--- config.mk ---
export PLATFORM = sky130hd
export DESIGN_NAME = hdlf_queue
export DESIGN_NICKNAME = d
export VERILOG_FILES = /design/src/hw/rtl/hdlf_pkg.sv /design/src/hw/rtl/hdlf_queue.sv
export SDC_FILE = /design/constraint.sdc
export NUM_CORES = 1
export LEC_CHECK = 0
export BUFFER_PORTS_ARGS = -buffer_cell sky130_fd_sc_hd__clkbuf_2
export CORE_ASPECT_RATIO = 0.75
export CORE_MARGIN = 5
export CORE_UTILIZATION = 26
export CTS_BUF_LIST = sky130_fd_sc_hd__clkbuf_8
export DETAILED_ROUTE_END_ITERATION = 10
export PLACE_DENSITY_LB_ADDON = 0.2
export REMOVE_ABC_BUFFERS = 1
export SYNTH_ARGS = -nofsm -noshare
export SYNTH_HDL_FRONTEND = slang
export SYNTH_SLANG_ARGS = --single-unit
--- constraint.sdc ---
create_clock -name clk -period 3.66 [get_ports clk]
set_input_delay 0 -clock clk [delete_from_list [all_inputs] [get_ports clk]]
set_output_delay 0 -clock clk [all_outputs]
set_load 0.02 [all_outputs]
--- src/hw/rtl/hdlf_pkg.sv ---
// shared types and constants for the hashed duplicate line filter
package hdlf_pkg;

  localparam int unsigned BYTE_W   = 8;
  localparam int unsigned HASH_W   = 64;
  localparam int unsigned LEN_W    = 8;
  localparam int unsigned BUCKET_W = 16;
  localparam int unsigned OLEN_W   = 6;

  localparam int unsigned DEF_INDEX_BITS = 16;
  localparam int unsigned DEF_MAX_RECORD = 39;

  localparam logic [HASH_W-1:0] HASH_START   = HASH_W'(5381);
  localparam logic [BYTE_W-1:0] BYTE_NEWLINE = BYTE_W'(8'h0A);
  localparam logic [BYTE_W-1:0] BYTE_NUL     = BYTE_W'(8'h00);

  localparam int unsigned QUEUE_DEPTH = 4;
  localparam int unsigned QPTR_W      = $clog2(QUEUE_DEPTH);
  localparam int unsigned QCNT_W      = $clog2(QUEUE_DEPTH + 1);

  typedef struct packed {
    logic [HASH_W-1:0] hash;
    logic [LEN_W-1:0]  len;
  } rec_t;

  typedef struct packed {
    logic valid;
    rec_t rec;
  } q_push_t;

  typedef struct packed {
    logic full;
    logic empty;
  } q_stat_t;

endpackage

--- src/hw/rtl/hdlf_queue.sv ---
// short record queue between the front and back parts
module hdlf_queue (
  input  logic             clk,
  input  logic             rst_n,
  input  hdlf_pkg::q_push_t push,
  input  logic             pop,
  output hdlf_pkg::rec_t   head,
  output hdlf_pkg::q_stat_t stat
);
  import hdlf_pkg::*;

  rec_t              mem_r [QUEUE_DEPTH];
  logic [QPTR_W-1:0] wr_ptr_r, wr_ptr_nxt;
  logic [QPTR_W-1:0] rd_ptr_r, rd_ptr_nxt;
  logic [QCNT_W-1:0] cnt_r, cnt_nxt;

  localparam logic [QPTR_W-1:0] PTR_LAST = QPTR_W'(QUEUE_DEPTH - 1);

  always_comb begin
    wr_ptr_nxt = wr_ptr_r;
    rd_ptr_nxt = rd_ptr_r;
    cnt_nxt    = cnt_r;
    if (push.valid) begin
      wr_ptr_nxt = (wr_ptr_r == PTR_LAST) ? '0 : wr_ptr_r + QPTR_W'(1);
    end
    if (pop) begin
      rd_ptr_nxt = (rd_ptr_r == PTR_LAST) ? '0 : rd_ptr_r + QPTR_W'(1);
    end
    if (push.valid && !pop) begin
      cnt_nxt = cnt_r + QCNT_W'(1);
    end else if (pop && !push.valid) begin
      cnt_nxt = cnt_r - QCNT_W'(1);
    end
  end

  always_ff @(posedge clk) begin
    if (!rst_n) begin
      wr_ptr_r <= '0;
      rd_ptr_r <= '0;
      cnt_r    <= '0;
    end else begin
      wr_ptr_r <= wr_ptr_nxt;
      rd_ptr_r <= rd_ptr_nxt;
      cnt_r    <= cnt_nxt;
    end
  end

  always_ff @(posedge clk) begin
    if (push.valid) begin
      mem_r[wr_ptr_r] <= push.rec;
    end
  end

  assign head       = mem_r[rd_ptr_r];
  assign stat.full  = (cnt_r == QCNT_W'(QUEUE_DEPTH));
  assign stat.empty = (cnt_r == '0);

endmodule

==> results by group <==
Run status
  • Status: completed

Global routing
  • GRT overflow: 0
  • First-pass GRT wire length: 35.4 mm
  • Largest net degree at the start of global routing: 67
  • Vias in the first global route: about 6000
  • Initial antenna violation count: 1
  • GRT Util Overall: 0.0989

Detailed routing
  • DRT Pass-1 Iters: 4
  • Via count: roughly 5300
  • Routed Antenna Nets: 0
  • Detailed Route WL: ~23 mm
  • Routed wire per std cell: about 18 um
  • Initial drt markers: roughly 330
  • Residual DRC: 0
  • Vias per cell: slightly above 4

Clock tree
  • CTS tree: done
  • Sink Count: about 300
  • Postcts setup bufs: 0
  • Root Buffer: clkbuf_8
  • H-tree depth: 2
  • Worst-path clk slew: 0.06 ns
  • Insertion delay to the later sink of the worst-skew pair: between 0.5 and 0.6 ns
  • Post-CTS resize count: 0
  • Cts bufs inserted: 48
  • Max Root-Sink Buffers: 3

Critical path
  • Largest delay share family, worst path: flip-flops
  • Max FO, Critical Path: 30
  • Crit start category: register
  • Critical Path AT: ~2.5 ns
  • Data required, critical path: between 3 and 4 ns
  • CP max-delay cell: dfxtp_4
  • Crit Path Category: register to output port
  • Crit-path cells: buf_4 > mux4_2 > clkbuf_2
  • Critical path endpoint category: output port
  • WP buf/inv: 2
  • Max incr delay on CP: approximately 0.78 ns

Timing
  • RSZ-0062 raised after global routing: false
  • Max Clock Skew: between 0.02 and 0.025 ns
  • Slew Viols, Final: 0
  • Worst-Margin Slew: between 1 and 1.5 ns
  • Fin. Hold Viols: 0
  • Max-slew headroom: 0.246
  • Setup Viol. Count Final: 0
  • Final period utilization: 0.694
  • Fmax: 394 MHz
  • Crit path time final: about 2.5 ns

Cells and area
  • Most frequent cells in the layout: edfxtp_1 (288), clkbuf_2 (149), dlygate4sd3_1 (75), mux4_2 (70), clkbuf_8 (48)
  • Share of layout cells above drive strength 1: 0.404
  • Commonest non-fill, non-tap cell in the layout: edfxtp_1
  • Layout Nets: roughly 770
  • Area Overhead vs Synth: 27.5%
  • Final Cell Area: roughly 14000 sq um

Yosys
  • Fraction of the yosys area taken by sequential cells: 0.808
  • Cell variety after synth: 23
  • Synth top area share: 0.792
  • Synth warnings: 0
  • Largest area contributor in the netlist: edfxtp_1
  • Synth area leaders: edfxtp_1 (79%), mux4_2 (14%), dfxtp_1 (1.6%)
  • Post-Synthesis Cells: 420
  • Synth Register Bits: ~300
  • Avg Cell Area, Syn: 26.0 sq um
  • Synthesized area: around 11000 sq um

Placement
  • Routability Congestion: 0.662
  • Port bufs: 149
  • DP Area: 12300 sq um
  • DPL Wire Length: 13.6 mm

Floorplan
  • Die Area: around 46000 sq um
  • Core area: between 40000 and 50000 sq um
  • Chip height: around 190 um
  • Starting Density: 0.261
  • DIE WIDTH: 247 um
  • Rows: 65
  • Ports: 150

Power and ir drop
  • Peak supply drop: 0.236 mV
  • Final total power: approximately 0.0073 W
  • LEAKAGE: between 4 and 5 nW
  • Pwr dens: 527 nW/um^2

Flow run
  • Number of max-cap violations: 0

Worst hold path
  • Hold WC Path Type: input port to register
what timing repair did:
item / CTS / global route
hold buffers: 75 / 0
endpoints found under the setup margin: 0 / 0
endpoints found under the hold margin: 297 / 0
cells by family after synthesis:
family	Yosys count	synth area share
AOI/OAI and AO/OA	3	0.00183
xor gates and xnor gates	2	0.00160
adders and majority gates	7	0.00870
buffers and inverters	20	0.0188
DFF	297	0.808
muxes	76	0.153
and+or+nand+nor	15	0.00825
registers in the layout (all words and copies together), names as in the netlist, named ones only:
signal,flops
wr_ptr_r,2
mem_r,288
rd_ptr_r,2
cnt_r,3
metrics by stage:
step / std cells / worst slack (ns) / setup TNS (ns) / hold WS [ns] / utilization
final: 1286 / 1.12 / 0 / 0.195 / 0.333
after global routing: 1285 / 0.862 / 0 / 0.164 / 0.333
after CTS: 1284 / 0.972 / 0 / 0.131 / 0.333
after detailed placement: 1129 / 1.61 / 0 / 0.224 / 0.295
after global placement: 1129 / 1.63 / 0 / 0.212 / 0.295
after floorplan: 404 / -0.203 / -6.73 / 0.0989 / -
where the power goes:
part,switching [W],leakage [nW],internal (W)
Clock,0.00125,0.483,0.00135
Combinational,0.000425,1.53,0.000341
Sequential,0.0000765,2.72,0.00390
Yosys cell counts:
library cell	n
buf_2	7
mux4_2	70
fa_1	1
buf_12	7
dfxtp_1	9
nor3_1	2
or3_1	1
edfxtp_1	288
nor3b_1	1
and2_1	5
nor2_1	1
a21boi_0	1
nor2b_1	5
xor2_1	1
buf_6	1
xnor2_1	1
o21ai_0	1
mux2i_1	4
clkbuf_1	1
o21a_1	1
mux4_1	2
inv_1	4
ha_1	6
layout make-up:
cell class	count	area, sq um
Antenna cell	2	5.00
Clock buffer	48	661
Clock inverter	32	188
Fill cell	4027	27900
Inverter	4	15.0
Multi-Input combinational cell	103	1900
Sequential cell	297	8840
Tap cell	569	712
Timing Repair Buffer	231	1610
path summary, 6_finish.rpt:
path,start,end,slack [ns],cells after the start
worst max-delay path,register,head[18],1.12,3
worst min-delay path,push[30],mem_r[3][30],0.19,2
worst max register to register,wr_ptr_r[1],mem_r[1][24],1.76,4
worst min register to register,cnt_r[2],cnt_r[2],0.52,2
per-layer routing:
layer  track usage  up-vias  wire length, um
li1              -     2335                -
met1         0.129     2756            10100
met2         0.159      141            10800
met3        0.0299       51             1420
met4        0.0315        0              565
met5             0        -                0
Note: power is estimated with default switching activity, not from simulation.
