$ cat src/hw/rtl/hdlf_pkg.sv
// shared types and constants for the hashed duplicate line filter
package hdlf_pkg;

  localparam int unsigned BYTE_W   = 8;
  localparam int unsigned HASH_W   = 64;
  localparam int unsigned LEN_W    = 8;
  localparam int unsigned BUCKET_W = 16;
  localparam int unsigned OLEN_W   = 6;

  localparam int unsigned DEF_INDEX_BITS = 16;
  localparam int unsigned DEF_MAX_RECORD = 39;

  localparam logic [HASH_W-1:0] HASH_START   = HASH_W'(5381);
  localparam logic [BYTE_W-1:0] BYTE_NEWLINE = BYTE_W'(8'h0A);
  localparam logic [BYTE_W-1:0] BYTE_NUL     = BYTE_W'(8'h00);

  localparam int unsigned QUEUE_DEPTH = 4;
  localparam int unsigned QPTR_W      = $clog2(QUEUE_DEPTH);
  localparam int unsigned QCNT_W      = $clog2(QUEUE_DEPTH + 1);

  typedef struct packed {
    logic [HASH_W-1:0] hash;
    logic [LEN_W-1:0]  len;
  } rec_t;

  typedef struct packed {
    logic valid;
    rec_t rec;
  } q_push_t;

  typedef struct packed {
    logic full;
    logic empty;
  } q_stat_t;

endpackage

$ cat src/hw/rtl/hdlf_chan_if.sv
// word channel interfaces for the byte input and the record result
interface hdlf_in_if;
  import hdlf_pkg::*;

  logic              valid;
  logic              ready;
  logic [BYTE_W-1:0] byte_value;
  logic              end_of_stream;

  modport source (output valid, output byte_value, output end_of_stream, input ready);
  modport sink   (input valid, input byte_value, input end_of_stream, output ready);
endinterface


$ cat src/hw/rtl/hdlf_front.sv
// front part: byte intake, djb2 hashing and record framing
module hdlf_front #(
  parameter int unsigned MAX_RECORD = hdlf_pkg::DEF_MAX_RECORD
) (
  input  logic              clk,
  input  logic              rst_n,
  hdlf_in_if.sink           in_chan,
  input  logic              clr_done,
  input  hdlf_pkg::q_stat_t q_stat,
  output hdlf_pkg::q_push_t q_push
);
  import hdlf_pkg::*;

  localparam logic [LEN_W-1:0] LEN_MAX = LEN_W'(MAX_RECORD);

  logic [HASH_W-1:0] hash_r, hash_nxt;
  logic [LEN_W-1:0]  cnt_r, cnt_nxt;
  logic              zero_r, zero_nxt;
  logic [HASH_W-1:0] hash_upd;
  logic [LEN_W-1:0]  cnt_inc;
  logic              accept;
  logic              closes;

  assign in_chan.ready = clr_done && !q_stat.full;
  assign accept        = in_chan.valid && in_chan.ready;

  always_comb begin
    zero_nxt = zero_r || (in_chan.byte_value == BYTE_NUL);
    hash_upd = zero_nxt ? hash_r
                        : {hash_r[HASH_W-6:0], 5'b0} + hash_r + HASH_W'(in_chan.byte_value);
    cnt_inc  = cnt_r + LEN_W'(1);
    closes   = (in_chan.byte_value == BYTE_NEWLINE) || in_chan.end_of_stream ||
               (cnt_inc >= LEN_MAX);
    hash_nxt = hash_r;
    cnt_nxt  = cnt_r;
    if (accept) begin
      if (closes) begin
        hash_nxt = HASH_START;
        cnt_nxt  = '0;
        zero_nxt = 1'b0;
      end else begin
        hash_nxt = hash_upd;
        cnt_nxt  = cnt_inc;
      end
    end else begin
      zero_nxt = zero_r;
    end
  end

  always_ff @(posedge clk) begin
    if (!rst_n) begin
      hash_r <= HASH_START;
      cnt_r  <= '0;
      zero_r <= 1'b0;
    end else begin
      hash_r <= hash_nxt;
      cnt_r  <= cnt_nxt;
      zero_r <= zero_nxt;
    end
  end

  assign q_push.valid    = accept && closes;
  assign q_push.rec.hash = hash_upd;
  assign q_push.rec.len  = cnt_inc;

endmodule

$ cat src/flat_wrapper.sv
// flat-port wrapper written by rule: the top's interface ports become plain ports
module hdlf_front_flat import hdlf_pkg::*;
#(
  parameter int unsigned MAX_RECORD = hdlf_pkg::DEF_MAX_RECORD
)
  (clk, rst_n, clr_done, q_stat, q_push, in_chan_valid, in_chan_byte_value, in_chan_end_of_stream, in_chan_ready);
  hdlf_in_if in_chan_i ();
  input  logic clk;
  input  logic rst_n;
  input  logic clr_done;
  input  hdlf_pkg::q_stat_t q_stat;
  output hdlf_pkg::q_push_t q_push;
  input wire logic [$bits(in_chan_i.valid)-1:0] in_chan_valid;
  input wire logic [$bits(in_chan_i.byte_value)-1:0] in_chan_byte_value;
  input wire logic [$bits(in_chan_i.end_of_stream)-1:0] in_chan_end_of_stream;
  output wire logic [$bits(in_chan_i.ready)-1:0] in_chan_ready;
  assign in_chan_i.valid = in_chan_valid;
  assign in_chan_i.byte_value = in_chan_byte_value;
  assign in_chan_i.end_of_stream = in_chan_end_of_stream;
  assign in_chan_ready = in_chan_i.ready;
  hdlf_front #(.MAX_RECORD(MAX_RECORD)) u_core (.clk(clk), .rst_n(rst_n), .in_chan(in_chan_i), .clr_done(clr_done), .q_stat(q_stat), .q_push(q_push));
endmodule
$ cat config.mk
export PLATFORM = sky130hd
export DESIGN_NAME = hdlf_front_flat
export DESIGN_NICKNAME = d
export VERILOG_FILES = /design/src/hw/rtl/hdlf_pkg.sv /design/src/hw/rtl/hdlf_chan_if.sv /design/src/hw/rtl/hdlf_front.sv /design/src/flat_wrapper.sv
export SDC_FILE = /design/constraint.sdc
export NUM_CORES = 1
export LEC_CHECK = 0
export BUFFER_PORTS_ARGS = -buffer_cell sky130_fd_sc_hd__buf_4
export CORE_MARGIN = 3
export CORE_UTILIZATION = 59
export CTS_BUF_LIST = sky130_fd_sc_hd__clkbuf_8 sky130_fd_sc_hd__clkbuf_16
export DETAILED_ROUTE_END_ITERATION = 8
export GPL_TIMING_DRIVEN = 1
export PLACE_DENSITY = 0.77
export SYNTH_ARGS = -nofsm -noshare
export SYNTH_HDL_FRONTEND = slang
export SYNTH_SLANG_ARGS = --single-unit
$ cat constraint.sdc
create_clock -name clk -period 6.9 [get_ports clk]
set_input_delay 0.345 -clock clk [delete_from_list [all_inputs] [get_ports clk]]
set_output_delay 0.345 -clock clk [all_outputs]
set_load 0.02 [all_outputs]
==> results.txt, run 1 <==
The most common cell after layout, fill and taps aside is nand2_1. The combinational cell fraction of total power came out at 15.8%. For this block, the initial DRC count from the detailed router was 687. For the final routed database, the setup TNS stands at 0 ns. The post-route netlist has 11.6% of its cells at a drive strength greater than 1. The clock passes through at most 2 buffers. The clock tree synthesis step divided the H-tree into 3 levels. The top-level I/O count is 89. TritonCTS built the clock tree.

Detailed routing inserted a total of 8,124 vias. The worst setup path is of the register to output port kind. The internal power of the cells is 0.856 mW. The critical path required time is 6.55 ns. The post-synthesis share of cell area spent on full adders, half adders and majority gates is 20.2%. The static leakage came out at 4.08 nW.

The layout overhead on the synthesized area is 12.5%. The final routed wire length divided by cell count is 16.6 um. The clock network fraction of design power came out at 47.3%.

The areal power density over the cells came out at 129 nW/um2. The xor and xnor fraction of the mapped netlist area is 7.17%. The synthesized design contains 73 register bits.

The total inserted antenna cells came out at 0. The arrival time reported for the critical path endpoint came out at 3.95 ns. The flow ran to the end, and the final reports show no timing, DRC or antenna violations. The DRC violations left is 0. Yosys mapped a number of flops with a built-in enable equal to 0. The count of pins over their slew limit came to 0. The sequential fraction of the synthesis area is 18.1%. The standard-cell row count is 42. The number of warnings issued by yosys came out at 0. The final-layout fill cell count is 1,214. The first-pass GRT wire length is 35,900 um.

The post-synthesis net count came out at 1,249. The number of instances in the synthesized netlist came out at 1,106. The final net count is 1,296. The maximum resistive drop on vdd came out at 0.133 mV. Summing all placed instances gives a cell area of 8730 um2. In this run the mean area of a mapped cell was 7.29 um2.

The share of synthesized area in the top cell type comes to 19.2%. The share of the synthesized area in compound gates (AO/OA/AOI/OAI) came out at 27.8%. The core region is 13,300 um2. Net switching is 26.6% of the power. Entering global routing, the biggest net connects 72 pins.

The number of buffers inserted to repair setup after CTS came out at 0. Summed over all layers, the global routing overflow is 0. The detailed-route vias per instance came out at 6.09. The number of instances resized during post-cts repair is 0. The final-report setup violation count is 0. The worst slew margin relative to its limit came out at 48.4%. The initial antenna violation count came out at 0. At the pin with the least slew margin, the transition time is 0.772 ns.

In the synthesized netlist, mux cells make up 0.512% of the area. In the post-synthesis netlist, the biggest area contributors are ha_1 (19%), dfxtp_1 (18%), nand2_1 (8.9%). After routing the design area is 9080 um2. The number of hold-slack violations in the final timing report came out at 0. For this run, the top clock speed supported by timing is 233 MHz. In this run, distinct cell masters in the synthesized netlist total 72. The top cell types in the final layout, fill and taps aside, are nand2_1 (192), o21ai_0 (138), ha_1 (124).

Counting the buffers created by CTS gives 9. The combinational family with the most area after synthesis is compound AO/OA/AOI/OAI gates. The final antenna-violating net count came out at 0. The period utilization is 62.3%.

The number of violations of the max-capacitance limit came out at 0. The die is 123 um tall. The reported net switching power came out at 0.311 mW.

Sequential cells account for 36.9% of the total power. The worst setup path is captured at an output port. Summing all multi-input logic gate instances after layout gives 6280 um2. The number of buffers added on ports came out at 87. In this run the worst path has a maximum fanout of 4. In the synthesized netlist the dominant register cell turns out to be dfxtp_1.

The post-cts hold buffer count is 0. Summing all flip-flop and latch instances after layout gives 1460 um2. The overall fraction of global-route tracks in use came out at 29.6%.

The synthesized design spends more area on one cell type than any other, namely ha_1. The routed design has 22,100 um of wire. The via count of the first global-routing pass came out at 7,310. The clock arrives with 0.00780 ns of skew.

The shortest clock period the worst path allows after layout is 4.30 ns. The clock reaches the later pin of the worst-skew pair after 0.35 ns. Setup repair after global routing left no endpoint under its margin. The initial core utilization came out at 60.7%. Routability-driven placement finished with a final weighted congestion of 0.973. The synthesized area came out at 8070 um2. The min-delay analysis places its worst path in the category input pin to register. The die area is 15,100 um2. The worst setup path is launched from a register. Detailed placement finished with a half-perimeter wire length of 17,100 um.

The share of synthesized cell area in and, or, nand and nor gates is 22.1%. In the synthesized netlist the async set-or-reset flop fraction comes to 0%. Clock-pin slew was measured on the worst setup and hold paths at 0.06 ns. The clock sink count came out at 73. In this run the horizontal extent of the chip is 123 um.

The clock tree root driver cell is clkbuf_16. The first-pass iteration count of the detailed router is 5.
[power by group through the flow]
stage | Clock (mW) | Sequential, mW | Combinational (mW)
5_1_grt | 0.575 | 0.431 | 0.200
2_1_floorplan | 0 | 0.438 | 0.119
4_1_cts | 0.557 | 0.430 | 0.183
3_3_place_gp | 0 | 0.440 | 0.180
3_5_place_dp | 0 | 0.440 | 0.182
6_report | 0.553 | 0.430 | 0.184
[critical path, cell delays in order, from the launching register on]
cell	delay (ns)
dfxtp_1	0.36
ha_1	0.31
ha_1	0.18
inv_1	0.06
fa_1	0.40
nor2b_1	0.23
o311ai_1	0.16
a211o_1	0.34
a2111oi_2	0.39
nor2_1	0.19
o21ai_2	0.31
a21boi_0	0.16
xor2_1	0.18
o21ai_0	0.17
buf_4	0.17
[Yosys cell counts (all sizes together), types with 2 or more instances]
master and n:
nand2 193, o21ai 149, ha 124, a21oi 88, dfxtp 73, nor2 72, xnor2 40, clkbuf 30
xor2 26, buf 25, inv 23, nand3 22, nand4 22, a21o 21, nor2b 21, nor3 16
o21a 13, a211oi 12, a31oi 12, and2 11, and3 11, o211ai 10, o21bai 10, a21boi 8
a22oi 8, nand2b 6, or2 5, or3 5, a211o 4, a22o 4, fa 4, o31ai 4
a2bb2oi 3, mux2i 3, o311ai 3, a221o 2, a221oi 2, a41o 2, and4b 2, o2111ai 2
or4 2
[registers in the layout (all words and copies together), names as in the netlist]
signal,cells
u_core.hash_r,64
u_core.cnt_r,8
u_core.zero_r,1
[path summary, 6_finish.rpt]
kind / startpoint / to / slack [ns] / cells past startpoint
worst max-delay path: u_core.hash_r[1] / q_push[61] / 2.60 / 14
worst min-delay path: rst_n / u_core.hash_r[7] / 0.42 / 2
worst max register to register: u_core.hash_r[1] / u_core.hash_r[53] / 3.34 / 13
worst min register to register: u_core.hash_r[63] / u_core.hash_r[63] / 0.49 / 2
[routing by layer]
metal / global-route usage, % / vias to the layer above / wire length, um
met5: 0 / - / 0
met4: 8.12 / 0 / 405
met3: 4.99 / 33 / 1100
met2: 47.0 / 224 / 9940
met1: 41.5 / 3792 / 10700
li1: - / 4075 / -
[layout make-up]
class | instances | share of cell area, %
multi-input cells | 955 | 69.2
flip-flops and latches | 73 | 16.1
repair buffers | 91 | 7.53
clock buffers | 10 | 2.63
well taps | 176 | 2.43
clock inverters | 6 | 1.17
inverters | 23 | 0.951
[through the flow]
| step | std cells | hold slack [ns] | power [mW] | setup WS [ns] | utilization, % |
|---|---|---|---|---|---|
| 6_report | 1334 | 0.423 | 1.17 | 2.60 | 68.3 |
| 4_1_cts | 1334 | 0.411 | 1.17 | 2.60 | 68.3 |
| 3_5_place_dp | 1318 | 0.477 | 0.622 | 2.92 | 65.7 |
| 2_1_floorplan | 1106 | 0.451 | 0.557 | 3.31 | - |
| 5_1_grt | 1334 | 0.423 | 1.21 | 2.36 | 68.3 |
| 3_3_place_gp | 1318 | 0.466 | 0.620 | 2.93 | 65.7 |
[logic make-up (layout without fill, tap and decap cells)]
kind of cell / after synthesis / count (layout)
flops: 73 / 73
buf+inv: 78 / 130
mux: 4 / 4
compound gates: 364 / 364
xor+xnor: 66 / 66
fa+ha+maj: 128 / 128
simple gates: 393 / 393
(Power assumes the default switching activity.)
==> run 2, diff against run 1 <==
--- a/config.mk
+++ b/config.mk
@@ -5,13 +5,14 @@
 export SDC_FILE = /design/constraint.sdc
 export NUM_CORES = 1
 export LEC_CHECK = 0
+export ABC_AREA = 1
 export BUFFER_PORTS_ARGS = -buffer_cell sky130_fd_sc_hd__buf_4
 export CORE_MARGIN = 3
 export CORE_UTILIZATION = 59
 export CTS_BUF_LIST = sky130_fd_sc_hd__clkbuf_8 sky130_fd_sc_hd__clkbuf_16
 export DETAILED_ROUTE_END_ITERATION = 8
 export GPL_TIMING_DRIVEN = 1
-export PLACE_DENSITY = 0.77
+export PLACE_DENSITY = 0.76
 export SYNTH_ARGS = -nofsm -noshare
 export SYNTH_HDL_FRONTEND = slang
 export SYNTH_SLANG_ARGS = --single-unit
==> constraint.sdc (replaced) <==
create_clock -name clk -period 4.2 [get_ports clk]
set_input_delay 0.21 -clock clk [delete_from_list [all_inputs] [get_ports clk]]
set_output_delay 0.21 -clock clk [all_outputs]
set_load 0.02 [all_outputs]
==> results.txt, run 2 <==
The total via count in the routed design came to 11,100 (was 8,124). The synthesized area is 10,100 um2 (was 8070 um2). The clock sink count came out at 73 (unchanged). Leading cell types in the layout, fill and taps excluded: nand2_1 (754), inv_1 (351), nand3_1 (131) (was nand2_1 (192), o21ai_0 (138), ha_1 (124)).

Commonest cells in the synthesized netlist: nand2_1 (755), inv_1 (351), nand3_1 (131) (was nand2_1 (192), o21ai_0 (138), ha_1 (124)). The capture point of the worst reg-to-reg path is u_core.hash_r[55] (was u_core.hash_r[53]). The final instance area came out at 11,300 um2 (was 9080 um2). The residual overflow from global routing is 0 (unchanged).

The cell area reported after detailed placement is 11,000 um2 (was 8730 um2). The via count of the first global-routing pass came out at 9,900 (was 7,310). The initial antenna violation count came to 0 (unchanged). The CTS buffer count was 9 (unchanged). The clock tree root driver cell is clkbuf_16 (unchanged). The cell depth of the worst flop-to-flop path is 18 (was 13). The start point of the worst min-delay path is rst_n (unchanged). The global placement routability congestion came to 1.03 (was 0.973). The sequential fraction of the synthesis area is 14.4% (was 18.1%). The final antenna-violating net count came out at 0 (unchanged). The maximum number of pins on one net before global-route repair came out at 65 (was 72). The worst slew margin relative to its limit is 37.4% (was 48.4%). The cell type with the highest aggregate area in the netlist was nand2_1 (was ha_1). The number of distinct library cells after synthesis came out at 36 (was 72). The number of buffers added on ports is 87 (unchanged). The DRC violation total after the first TritonRoute iteration is 930 (was 687). The slew at the pin closest to its max-slew limit was 0.939 ns (was 0.772 ns). The final net count came out at 2,070 (was 1,296).

The placeable core region is 16,700 um2 (was 13,300 um2). The area share of the largest cell type after synthesis was 27.9% (was 19.2%). The setup slack of the most critical reg-to-reg path is 1.04 ns (was 3.34 ns).

The count of pins over their slew limit is 0 (unchanged). The area of the multi-input gates is 7200 um2 (was 6280 um2). Synth area leaders: nand2_1 (28%), ha_1 (15%), dfxtp_1 (14%) (was ha_1 (19%), dfxtp_1 (18%), nand2_1 (8.9%)).

The kind of critical path is register to output port (unchanged). The die area is 18,800 um2 (was 15,100 um2). The width of the die is 137 um (was 123 um). The setup skew after layout was 0.0228 ns (was 0.00780 ns). The clock latency of the later-clocked register in the worst-skew pair was 0.36 ns (was 0.35 ns).

The H-tree depth is 3 (unchanged). The final routed wire length divided by cell count came out at 14.6 um (was 16.6 um). The number of violations of the max-capacitance limit is 0 (unchanged).

The count of flip-flops with a built-in enable after synthesis is 0 (unchanged). The shortest clock period the worst path allows after layout is 3.75 ns. The CTS tree was built (unchanged).

The overall die height is 137 um (was 123 um). The number of instances in the synthesized netlist came out at 1,859 (was 1,106). The number of warnings issued by yosys is 0 (unchanged). The launch point of the worst reg-to-reg path is u_core.hash_r[5] (was u_core.hash_r[1]). The mean instance size in the synthesized netlist came out at 5.46 um2 (was 7.29 um2). The number of instances resized during post-cts repair was 0 (unchanged). Result of the run: complete, no violations (unchanged).

The first-pass iteration count of the detailed router was 6 (was 5). The most frequently used cell type in the post-synthesis netlist is nand2_1 (unchanged). The flip-flop count of the largest register, all copies and words added came to 64 (unchanged). Cell Chain, Critical Path: inv_1 -> fa_1 -> inv_1 -> ha_1 -> nand2_1 -> inv_1 -> nand2_1 -> nand2_1 -> o21bai_1 -> nand2_1 -> nand2_1 -> nand2_1 -> nand2_1 -> nand2_1 -> nand2_1 -> nand3_1 -> and2_1 -> buf_4 (was ha_1 -> ha_1 -> inv_1 -> fa_1 -> nor2b_1 -> o311ai_1 -> a211o_1 -> a2111oi_2 -> nor2_1 -> o21ai_2 -> a21boi_0 -> xor2_1 -> o21ai_0 -> buf_4). The DRC violations left is 0 (unchanged). The first-pass GRT wire length is 49,600 um (was 35,900 um).

The arrival time reported for the critical path endpoint is 3.54 ns (was 3.95 ns). The final wirelength is 31,500 um (was 22,100 um). The type of the worst min-delay path is input pin to register (unchanged).

The number of buffers inserted to repair setup after CTS is 0 (unchanged). The delay of the slowest cell on the worst path is 0.48 ns (was 0.40 ns). The post-cts hold buffer count is 0 (unchanged). The flip-flop cell with the highest count after synthesis is dfxtp_1 (unchanged). Registers with the highest flip-flop counts: u_core.hash_r x64, u_core.cnt_r x8, u_core.zero_r x1 (unchanged). The final-report setup violation count is 0 (unchanged). The initial core utilization came out at 60.7% (about the same).

The top-level I/O count is 89 (unchanged). The largest register by flop count is u_core.hash_r (unchanged). The proportion of synthesized flip-flops having asynchronous set or reset is 0% (unchanged). The CTS clock-pin slew for the worst setup and hold paths came out at 0.07 ns (was 0.06 ns). The most common cell after layout, fill and taps aside is nand2_1 (unchanged).

The static leakage is 6.67 nW (was 4.08 nW). The setup total negative slack came out at 0 ns (unchanged). The type of element capturing the critical path is an output port (unchanged). The hold-critical path endpoint was u_core.cnt_r[7] (was u_core.hash_r[7]). The family with the most delay on the worst path is simple AND/OR/NAND/NOR gates (was compound AO/OA/AOI/OAI gates). The final HPWL from detailed placement is 25,500 um (was 17,100 um).

The maximum root-to-sink buffer count is 2 (unchanged). The kind of start point of the critical path is a register (unchanged). Setup repair after global routing missed its margin: no (unchanged). The layout overhead on the synthesized area is 11.0% (was 12.5%). The post-synthesis net count is 2,002 (was 1,249). The slowest cell on the critical path is fa_1 (unchanged).

The largest fanout on the critical path is 4 (unchanged). The number of register bits inferred by synthesis came out at 73 (unchanged). The total inserted antenna cells is 0 (unchanged). The total buffers and inverters traversed by the critical path came out at 4 (was 2). The overall fraction of global-route tracks in use is 33.7% (was 29.6%). The number of hold-slack violations in the final timing report is 0 (unchanged). The areal power density over the cells came out at 166 nW/um2 (was 129 nW/um2).

The sequential standard cell area is 1460 um2 (unchanged). The fraction of layout instances using a drive strength above 1 came out at 8.23% (was 11.6%). The period utilization is 89.2%. The critical path required time is 3.99 ns (was 6.55 ns). The critical path's most frequent cell was nand2_1 (was ha_1). The cell depth of the worst min-delay path came out at 3 (was 2). The detailed-route vias per instance came out at 5.16 (was 6.09). The standard-cell row count came out at 47 (was 42). The top achievable clock speed is 267 MHz. The final-layout fill cell count was 1,705 (was 1,214). The maximum resistive drop on vdd is 0.200 mV (was 0.133 mV).
run 2: cell types whose count changed after synthesis, sizes merged, moves of 31 or more:
cell	delta
inv	+329
o21ai	-120
nand2	+563
nand3	+112
or2	+35
nor2	+31
run 2: area by class of cell:
cell class              count  share of cell area (%)
well taps                 220                    2.44
multi-input cells        1400                    63.9
repair buffers             91                    6.18
inverters                 352                    11.7
clock inverters             5                   0.489
flip-flops and latches     73                    13.0
clock buffers              11                    2.24
run 2: stage by stage:
step / setup WS (ns) / power [mW] / std cells / util [%] / hold slack (ns)
2_1_floorplan: 1.47 / 0.925 / 1859 / - / 0.339
3_3_place_gp: 0.983 / 1.03 / 2136 / 65.6 / 0.451
3_5_place_dp: 0.942 / 1.03 / 2136 / 65.6 / 0.460
4_1_cts: 0.531 / 1.86 / 2152 / 67.4 / 0.112
5_1_grt: 0.321 / 1.93 / 2152 / 67.4 / 0.142
6_report: 0.453 / 1.86 / 2152 / 67.4 / 0.109
run 2: worst min-delay path, stage by stage:
cell and delay, ns:
buf_4 0.10, nand3_1 0.07, inv_1 0.05
run 2: logic make-up after synthesis:
group           synth area share, %
xor+xnor                       1.73
flops                          14.4
simple gates                   45.0
fa+ha+maj                      16.1
compound gates                 8.13
buf+inv                        14.6
run 2: layer usage:
metal	GRT usage (%)	vias up	part of all wire (%)	wire length, um
li1	-	5832	-	-
met3	6.47	49	7.6	2410
met1	46.6	4879	48	15000
met4	9.26	0	2.6	823
met5	0	-	0	0
met2	53.4	340	42	13200
run 2: how the worst max path moves through the flow:
stage / from / endpoint / slack (ns) / cells past startpoint
final: u_core.hash_r[5] / q_push[63] / 0.45 / 18
after global routing: u_core.hash_r[0] / q_push[63] / 0.32 / 18
after CTS: u_core.hash_r[5] / q_push[63] / 0.53 / 18
after detailed placement: u_core.hash_r[5] / q_push[63] / 0.94 / 18
after global placement: u_core.hash_r[5] / q_push[63] / 0.98 / 18
after floorplan: u_core.hash_r[0] / u_core.hash_r[19] / 1.47 / 16
run 2: report_power, final:
part | leakage [nW] | switching (mW) | internal [mW]
registers | 0.589 | 0.00887 | 0.698
clock network | 0.153 | 0.357 | 0.492
logic | 5.93 | 0.197 | 0.112
total | 6.67 | 0.563 | 1.30
